--- src/hdl/tcw_pkg.sv ---
// Shared types and constants of the text console writer.
`timescale 1ns / 1ps
`default_nettype none

package tcw_pkg;

    // Fixed field widths
    localparam int OP_W    = 2;
    localparam int CHAR_W  = 8;
    localparam int IDX_W   = 11;
    localparam int POS_W   = 11;
    localparam int COLOR_W = 8;
    localparam int CELL_W  = 16;

    // Operation codes
    localparam logic [OP_W-1:0] OP_PUT   = 2'd0;
    localparam logic [OP_W-1:0] OP_CLEAR = 2'd1;
    localparam logic [OP_W-1:0] OP_READ  = 2'd2;

    // Character codes
    localparam logic [CHAR_W-1:0] CH_NEWLINE = 8'd10;
    localparam logic [CHAR_W-1:0] CH_RETURN  = 8'd13;
    localparam logic [CHAR_W-1:0] CH_SPACE   = 8'd32;

    // Attribute after reset: white on black
    localparam logic [COLOR_W-1:0] COLOR_RESET = 8'h0F;

    // Memory sweep modes
    localparam logic [1:0] SWP_NONE = 2'd0;
    localparam logic [1:0] SWP_COPY = 2'd1;
    localparam logic [1:0] SWP_FILL = 2'd2;

    // Controller to datapath
    typedef struct packed {
        logic       load;        // capture the input item
        logic       put;         // put character, move cursor
        logic       rd_cell;     // read the addressed cell
        logic       home;        // cursor to top left
        logic       sweep_start; // sweep address to zero
        logic [1:0] sweep;       // sweep step this cycle
        logic       result;      // load the result register
    } t_cmd;

    // Datapath to controller
    typedef struct packed {
        logic [OP_W-1:0] op;
        logic            scroll_need;
        logic            idx_ok;
        logic            copy_last;
        logic            fill_last;
        logic            out_free;
    } t_sts;

endpackage

`default_nettype wire

--- src/hdl/tcw_ctrl.sv ---
// Sequencing state machine of the text console writer.
`timescale 1ns / 1ps
`default_nettype none

module tcw_ctrl import tcw_pkg::*; (
    input  wire logic i_clk,
    input  wire logic i_rst_n,
    input  wire logic i_in_valid,
    input  wire t_sts i_sts,
    output t_cmd      o_cmd,
    output logic      o_busy
);

    localparam logic [2:0] ST_IDLE   = 3'd0;
    localparam logic [2:0] ST_EXEC   = 3'd1;
    localparam logic [2:0] ST_COPY   = 3'd2;
    localparam logic [2:0] ST_FILL   = 3'd3;
    localparam logic [2:0] ST_FINISH = 3'd4;

    logic [2:0] r_state;
    logic [2:0] n_state;

    // State register
    always_ff @(posedge i_clk) begin
        if (!i_rst_n) begin
            r_state <= ST_IDLE;
        end else begin
            r_state <= n_state;
        end
    end

    // Next state and commands
    always_comb begin
        n_state = r_state;
        o_cmd   = '0;
        o_cmd.sweep = SWP_NONE;
        unique case (r_state)
            ST_IDLE: begin
                if (i_in_valid) begin
                    o_cmd.load = 1'b1;
                    n_state    = ST_EXEC;
                end
            end
            ST_EXEC: begin
                unique case (i_sts.op)
                    OP_PUT: begin
                        o_cmd.put = 1'b1;
                        if (i_sts.scroll_need) begin
                            o_cmd.sweep_start = 1'b1;
                            n_state           = ST_COPY;
                        end else begin
                            n_state = ST_FINISH;
                        end
                    end
                    OP_CLEAR: begin
                        o_cmd.home        = 1'b1;
                        o_cmd.sweep_start = 1'b1;
                        n_state           = ST_FILL;
                    end
                    OP_READ: begin
                        o_cmd.rd_cell = i_sts.idx_ok;
                        n_state       = ST_FINISH;
                    end
                    default: begin
                        n_state = ST_FINISH;
                    end
                endcase
            end
            ST_COPY: begin
                // move rows up one cell per cycle
                o_cmd.sweep = SWP_COPY;
                if (i_sts.copy_last) begin
                    n_state = ST_FILL;
                end
            end
            ST_FILL: begin
                o_cmd.sweep = SWP_FILL;
                if (i_sts.fill_last) begin
                    n_state = ST_FINISH;
                end
            end
            ST_FINISH: begin
                if (i_sts.out_free) begin
                    o_cmd.result = 1'b1;
                    n_state      = ST_IDLE;
                end
            end
            default: begin
                n_state = ST_IDLE;
            end
        endcase
    end

    assign o_busy = (r_state != ST_IDLE);

`ifndef NO_ASSERTIONS
    // A finished fill sweep always hands over to the result stage
    a_fill_to_finish: assert property (@(posedge i_clk) disable iff (!i_rst_n)
        (r_state == ST_FILL && i_sts.fill_last) |=> (r_state == ST_FINISH))
        else $error("fill sweep did not end in result stage");

    // The row copy is always followed by the bottom row fill
    a_copy_to_fill: assert property (@(posedge i_clk) disable iff (!i_rst_n)
        (r_state == ST_COPY && i_sts.copy_last) |=> (r_state == ST_FILL))
        else $error("row copy did not end in fill sweep");

    a_state_legal: assert property (@(posedge i_clk) disable iff (!i_rst_n)
        r_state <= ST_FINISH)
        else $error("controller in an unknown state");
`endif

endmodule

`default_nettype wire

--- config.mk ---
export PLATFORM = sky130hd
export DESIGN_NAME = tcw_ctrl
export DESIGN_NICKNAME = d
export VERILOG_FILES = /design/src/hdl/tcw_pkg.sv /design/src/hdl/tcw_ctrl.sv
export SDC_FILE = /design/constraint.sdc
export NUM_CORES = 1
export LEC_CHECK = 0
export BUFFER_PORTS_ARGS = -buffer_cell sky130_fd_sc_hd__buf_2
export CAP_MARGIN = 30
export CORE_AREA = 3 3 40 42
export CTS_BUF_LIST = sky130_fd_sc_hd__clkbuf_4
export CTS_CLUSTER_DIAMETER = 80
export DETAILED_ROUTE_END_ITERATION = 12
export DIE_AREA = 0 0 43 45
export GPL_TIMING_DRIVEN = 0
export SETUP_SLACK_MARGIN = 0.5
export SKIP_CTS_REPAIR_TIMING = 1
export SLEW_MARGIN = 10
export SYNTH_ARGS = -nofsm -noshare
export SYNTH_HDL_FRONTEND = slang
export SYNTH_SLANG_ARGS = --single-unit
--- constraint.sdc ---
create_clock -name i_clk -period 1.25 [get_ports i_clk]
set_input_delay 0.0625 -clock i_clk [delete_from_list [all_inputs] [get_ports i_clk]]
set_output_delay 0.0625 -clock i_clk [all_outputs]
set_load 0.005 [all_outputs]
# == Yosys cells after proc, flatten, opt, wreduce, memory -nomap -nowiden ==
# Index checks and enable logic that the tools add are counted.
# totals
reg_bits,3
# classes
eq_ne,10
n_mux,18
n_reduce_logical,4
# op_table
operator,count
2-to-1 mux 3 bit,5
one-hot mux 3 bit (5 select lines),1
2-to-1 mux 1 bit,8
inequality test 2 bit (second input constant),4
== test 3 x 2 -> 1 bit (second input constant),2
one-hot mux 3 bit (2 select lines),1
2-to-1 mux 4 bit,1
one-hot mux 2 bit (2 select lines),1
AND reduction 4 bit,1
== test 3 x 1 -> 1 bit (second input constant),1
== test 3 bit (second input constant),1
zero test 3 bit,1
nonzero test 3 bit,1
== test 2 x 1 -> 1 bit (second input constant),1
== test 2 bit (second input constant),1
zero test 2 bit,1
one-hot mux 1 bit (2 select lines),1

# == Logic depth before layout (Yosys ltp) ==
# Gate-level depths: netlist (run 1).
# logic_depth
ltp_word,3
mapped_depth,3

# == Least setup slack after synthesis (run 1) ==
# OpenSTA, ideal clock, no wires.
# synth_path
kind,register to register
startpoint,register r_state[0]
endpoint,register r_state[1]
arrival_ns,1.209
required_time_ns,1.171
setup_slack_ns,-0.038
stages_incl_launch_ff,4
path_buffers,0
path_cell_list,dfxtp_1 -> or4b_4 -> a2bb2oi_1 -> a211oi_2
# synth_via
elab_chain_len,3
# synth_lines
element,line_no,rtl
"start, declared",tcw_ctrl.sv:20,logic [2:0] r_state;
"start signal, assigned",tcw_ctrl.sv:28,r_state <= n_state;
"== test 3 x 2 -> 1 bit, or another cell as far along",tcw_ctrl.sv:37,unique case (r_state)
inequality test 2 bit (no source line),n/a,
AND reduction 4 bit (no source line),n/a,
# Several ways; a longest one is shown, not always the timed one.
# A chain may end at the register's enable or synchronous reset.

==> summary.txt, run 1 <==
Power
  – Maximum VDD drop: between 0.5 and 0.6 mV
  – Leak: between 0.2 and 0.25 nW
  – Total Power: ~0.64 mW
  – PwrDens: 1360 nW/um^2

Timing
  – Final hold vios: 0
  – Final setup fails: 4
  – Final Critical Period: around 1.4 ns
  – Worst slew pin tran: approximately 0.34 ns
  – Clock skew: between 0.0009 and 0.001 ns
  – Final WS setup: -0.170 ns
  – RSZ-0062 raised after global routing: true
  – Max frequency: between 0.7 and 0.8 GHz
  – TNS Setup: -0.536 ns
  – WHS: 0.105 ns
  – Slew margin rel.: 0.773
  – Max Slew Vio Count: 0
  – Period utilisation layout: 1.14

Synth
  – Post-synthesis mux area share: 0.115
  – Syn Std Cell Area: approximately 260 sq um
  – Ys async rst share: 0
  – Cell variety after synth: 20
  – Share of synthesized cell area in full adder, half adder and majority cells: 0
  – Synth Area in Compound Gates: 0.182
  – Synth top area cells: dfxtp_1 23%, mux2i_1 11%, nor2_1 8.6%, and2b_1 5.7%, or4b_4 5.3%
  – Yosys top cell by area: dfxtp_1
  – Main combinational cell family by area after synthesis: simple AND/OR/NAND/NOR gates
  – Post-Synth XOR/XNOR Area: 0
  – Syn_area_per_cell: 7.69 sq um
  – Yosys top cell area share: 0.230
  – Ys flop type: dfxtp_1
  – YS warnings: 0
  – Simple-Gate Fraction of Synth Area: 0.431
  – Cells after Synth: 34
  – Net Count, Synth: between 40 and 50
  – Seq/Total Area, Yosys: 0.230
  – Post-synth EDFFs: 0
  – Yosys reg bits: 3

Place
  – Placed cell count: 67
  – Pre-CTS setup slack: -0.0384 ns
  – Routability cong.: between 0.6 and 0.7
  – PortBufs: 18
  – Post-DP Area: ~380 sq um
  – DP Wirelength: 569 um

Final layout
  – Ratio of cells with drive above 1 in the final layout: 0.638
  – P&R area growth vs syn: 78.5%
  – Post-route cell area: 467 sq um
  – Fillers: 141
  – Largest regs: r_state (3)
  – Multi-input logic area: 226 sq um
  – Finished Layout Cells: 73
  – Top reg by flops: r_state
  – Diodes inserted: 0
  – Most common cell after layout, fill and taps aside: buf_2
  – Post-layout util: 0.363
  – Max reg flops: 3
  – Final nets: around 70
  – Reg area: about 70 sq um
  – Most frequent cells in the layout: 17 x buf_2, 4 x clkbuf_4, 3 x inv_1, 3 x nor2_1, 3 x nand2_1

Setup path
  – CP top delay family: simple AND/OR/NAND/NOR gates
  – Worst Setup End Kind: output port
  – Worst path bufs/invs: 1
  – Startpoint types: flop
  – Worst path depth: 3
  – Max incr delay on CP: ~0.55 ns
  – Critical path required time: 1.19 ns
  – Crit path arrival time: 1.36 ns
  – Reg2reg path depth: 3
  – Critical path class: reg -> out
  – CP max FO: 7
  – Crit path cell chain: or4b_4 -> nor2_2 -> buf_2
  – Crit-path slowest cell: or4b_4

Floorplanning
  – Die area: 1940 sq um
  – Starting Density: 0.204
  – Die Ht: 45 um
  – Die width: between 40 and 50 um
  – I/O pins: 19
  – Core area: approximately 1300 sq um
  – Cell row count: 13

Clock tree
  – Clk buf depth: 2
  – CTS Buf Count: 3
  – H-Tree Depth: 1
  – Clk pin slew, worst setup/hold paths: about 0.04 ns
  – Clock sink count: 3
  – CTS tree: done
  – Root buf cell: clkbuf_4
  – Clk Latency, worst-skew pair: approximately 0.23 ns

Detailed routing
  – 1st-iter DRT viols: 3
  – Routed WL per cell: approximately 10 um
  – DR vias/cell: 4.56
  – 1st-pass router iterations: 2
  – Routed wire length: approximately 730 um
  – Total number of vias: around 330
  – Post-route ant nets: 0
  – Drt drc: 0

Global route
  – First-pass GRT wire length: 1100 um
  – Largest net degree at the start of global routing: 10
  – Initial antenna violation count: 0
  – Grt ovf: 0
  – Vias in the first global route: about 290
  – All-Layer GR Usage: 0.0723

Hold path
  – Hold/Removal Path Class: in -> reg
  – Number of cells on the worst hold path: 3

Status
  – Status: complete, but fails checks
  – Failing checks: negative setup slack

Flow run
  – MaxCap Viol Count: 0
-- power by group --
group	internal [mW]	switching, mW
Sequential	0.125	0.0437
Combinational	0.162	0.119
Clock	0.141	0.0461
Total	0.427	0.208
-- cells in the mapped netlist, types with 2 or more instances --
library cell and n:
dfxtp_1 3, inv_1 3, and2b_1 2, mux2i_1 3, nand2_1 3, nor2_1 6
-- metal layers --
metal / part of all wire / global-route usage
met1: 0.39 / 0.0789
met2: 0.57 / 0.132
met3: 0.038 / 0.0159
met4: 0 / 0.0361
met5: 0 / 0
-- kinds of logic after synthesis --
logic type	after synthesis
DFF	3
muxes	3
buffers and inverters	3
and+or+nand+nor	20
AOI/OAI and AO/OA	5
-- worst min-delay path, stage by stage --
cell and delay, ns:
buf_2 0.12, nand2_1 0.06, mux2i_1 0.05
-- final cells by class --
| cell class | instances | share of cell area |
|---|---|---|
| Timing Repair Buffer | 20 | 0.239 |
| Multi-Input combinational cell | 28 | 0.485 |
| Sequential cell | 3 | 0.147 |
| Inverter | 3 | 0.0241 |
| Clock buffer | 4 | 0.0643 |
| Tap cell | 15 | 0.0402 |
-- final timing paths --
kind                                start                 endpoint  slack (ns)
setup / recovery  r_state[2]$_SDFFE_PN0P_                 o_cmd[6]       -0.17
setup reg to reg  r_state[2]$_SDFFE_PN0P_  r_state[1]$_SDFFE_PN0P_       -0.05
hold / removal                    i_rst_n  r_state[0]$_SDFFE_PN0P_        0.11
hold reg to reg   r_state[2]$_SDFFE_PN0P_  r_state[2]$_SDFFE_PN0P_        0.51
Power figures use the tool's default switching activity.
==> inputs of run 2 (changes only) <==
--- a/config.mk
+++ b/config.mk
@@ -13,9 +13,11 @@
 export DETAILED_ROUTE_END_ITERATION = 12
 export DIE_AREA = 0 0 43 45
 export GPL_TIMING_DRIVEN = 0
+export REMOVE_ABC_BUFFERS = 1
 export SETUP_SLACK_MARGIN = 0.5
 export SKIP_CTS_REPAIR_TIMING = 1
 export SLEW_MARGIN = 10
 export SYNTH_ARGS = -nofsm -noshare
 export SYNTH_HDL_FRONTEND = slang
 export SYNTH_SLANG_ARGS = --single-unit
+export TNS_END_PERCENT = 100
==> run 2 against run 1 <==
The flow still finishes with violations (negative setup slack). Worst setup slack gained 0.0052 ns. Sequential cell count is the same. Via count grew 9.9%. Final area is 13% higher. Maximum frequency is 0.37% higher. Non-clock buffer count is 5 higher. Critical path depth did not move. Clock-buffer cell count did not move. Die area unchanged. Utilization rose by 4.8 points. Sequential power fell by 9%. Global-route usage is 1.3 points higher.
==> summary.txt, run 2 (same netlist as run 1, synthesis figures left out) <==
Floorplanning
  – Cell row count: 13 (unchanged)
  – Starting Density: 0.204 (unchanged)
  – Die width: 43 um (unchanged)
  – Die area: 1940 sq um (unchanged)
  – Core area: 1280 sq um (unchanged)
  – I/O pins: 19 (unchanged)
  – Die Ht: 45 um (unchanged)

Final layout
  – Ratio of cells with drive above 1 in the final layout: 0.698 (+0.0605)
  – Top reg by flops: r_state
  – Most common cell after layout, fill and taps aside: buf_2
  – Post-layout util: 0.411 (+0.0477)
  – Max reg flops: 3 (unchanged)
  – Post-route cell area: 528 sq um (+13%)
  – Fillers: 149 (+5.7%)
  – Largest regs: r_state (3)
  – Most frequent cells in the layout: 16 x buf_2, 6 x buf_4, 4 x clkbuf_4
  – Final nets: 74 (+7.2%)
  – P&R area growth vs syn: 102%
  – Diodes inserted: 0 (unchanged)

Clock tree
  – Root buf cell: clkbuf_4
  – H-Tree Depth: 1 (unchanged)
  – Clock sink count: 3 (unchanged)
  – Clk pin slew, worst setup/hold paths: 0.04 ns (about the same)
  – Clk Latency, worst-skew pair: 0.23 ns (about the same)
  – CTS Buf Count: 3 (unchanged)
  – Clk buf depth: 2 (unchanged)
  – CTS tree: done

Timing
  – Period utilisation layout: 1.13 (-0.00415)
  – Final WS setup: -0.165 ns (+0.00518 ns)
  – Max frequency: 0.707 GHz (+0.37%)
  – WHS: 0.0992 ns (-0.00615 ns)
  – Slew margin rel.: 0.791 (+0.0184)
  – Final hold vios: 0 (unchanged)
  – TNS Setup: -0.649 ns (-0.113 ns)
  – Max Slew Vio Count: 0 (unchanged)
  – Final Critical Period: 1.41 ns (-0.00518 ns)
  – Final setup fails: 5 (+1)
  – RSZ-0062 raised after global routing: true
  – Worst slew pin tran: 0.309 ns (-0.0272 ns)
  – Clock skew: 0.00133 ns (+0.000369 ns)

Setup path
  – CP top delay family: simple AND/OR/NAND/NOR gates
  – Startpoint types: flop
  – Crit path cell chain: or4b_4 -> nor2_1 -> buf_2
  – CP max FO: 5 (-2)
  – Crit-path slowest cell: or4b_4
  – Critical path class: reg -> out
  – Worst Setup End Kind: output port
  – Crit path arrival time: 1.35 ns (about the same)
  – Worst path bufs/invs: 1 (unchanged)
  – Critical path required time: 1.19 ns (about the same)
  – Max incr delay on CP: 0.55 ns (about the same)

Detailed routing
  – Total number of vias: 366 (+9.9%)
  – Drt drc: 0 (unchanged)
  – DR vias/cell: 4.69 (+2.9%)
  – Routed wire length: 843 um (+15%)
  – Post-route ant nets: 0 (unchanged)
  – Routed WL per cell: 10.8 um (+7.5%)
  – 1st-pass router iterations: 2 (unchanged)
  – 1st-iter DRT viols: 3 (unchanged)

Global route
  – First-pass GRT wire length: 1210 um (+10%)
  – Grt ovf: 0 (unchanged)
  – Met2 GRT Util: 0.114 (-0.0180)
  – Initial antenna violation count: 0 (unchanged)
  – Met1 GRT Util: 0.108 (+0.0292)
  – Vias in the first global route: 304 (+3.8%)
  – M3 GR Usage: 0.0159 (unchanged)
  – All-Layer GR Usage: 0.0849 (+0.0126)
  – Largest net degree at the start of global routing: 10 (unchanged)
  – Grt peak-use layer: met2

Place
  – PortBufs: 18 (unchanged)
  – Routability cong.: 0.724 (+6.8%)
  – Post-DP Area: 370 sq um (-3.0%)
  – DP Wirelength: 545 um (-4.1%)

Flow run
  – MaxCap Viol Count: 0 (unchanged)

Power
  – PwrDens: 1420 nW/um^2 (+4.6%)
  – Leak: 0.272 nW (+13%)
  – Maximum VDD drop: 0.477 mV (-8.3%)

Status
  – Failing checks: negative setup slack
  – Status: complete, but fails checks

Hold path
  – Hold/Removal Path Class: in -> reg
-- run 2: stage by stage --
step | power, mW | instances | setup WS (ns)
final | 0.752 | 78 | -0.165
after global routing | 0.807 | 78 | -0.198
after CTS | 0.575 | 71 | -0.255
after detailed placement | 0.371 | 67 | -0.135
after global placement | 0.369 | 67 | -0.143
after floorplan | 0.288 | 34 | -0.0383
-- run 2: cell type report --
class	count	area (sq um)	share of cell area
multi-input combinational	28	238	0.450
timing repair buffer	25	159	0.301
sequential	3	71.3	0.135
clock buffer	4	30.0	0.0569
tap	15	18.8	0.0355
inverter	3	11.3	0.0213
-- run 2: final timing paths --
kind | startpoint | endpoint | slack [ns] | depth (start not counted)
min | i_rst_n | r_state[0]$_SDFFE_PN0P_ | 0.1 | 3
max | r_state[2]$_SDFFE_PN0P_ | o_cmd[4] | -0.16 | 3
max reg2reg | r_state[2]$_SDFFE_PN0P_ | r_state[1]$_SDFFE_PN0P_ | -0.13 | 4
min reg2reg | r_state[0]$_SDFFE_PN0P_ | r_state[0]$_SDFFE_PN0P_ | 0.50 | 2
-- run 2: power by group --
group          internal, mW  leakage (nW)  switching (mW)
sequential            0.124        0.0267          0.0291
combinational         0.250         0.226           0.157
clock                 0.141        0.0184          0.0509
total                 0.515         0.272           0.237
-- run 2: worst min-delay path, cell delays in order --
cell and delay [ns]:
buf_2 0.12, nand2_1 0.06, mux2i_1 0.05
-- run 2: metal layers --
metal  share of wire  vias up
li1                -      183
met1            0.43      167
met2            0.49       14
met3           0.066        2
met4           0.020        0
met5               0        -
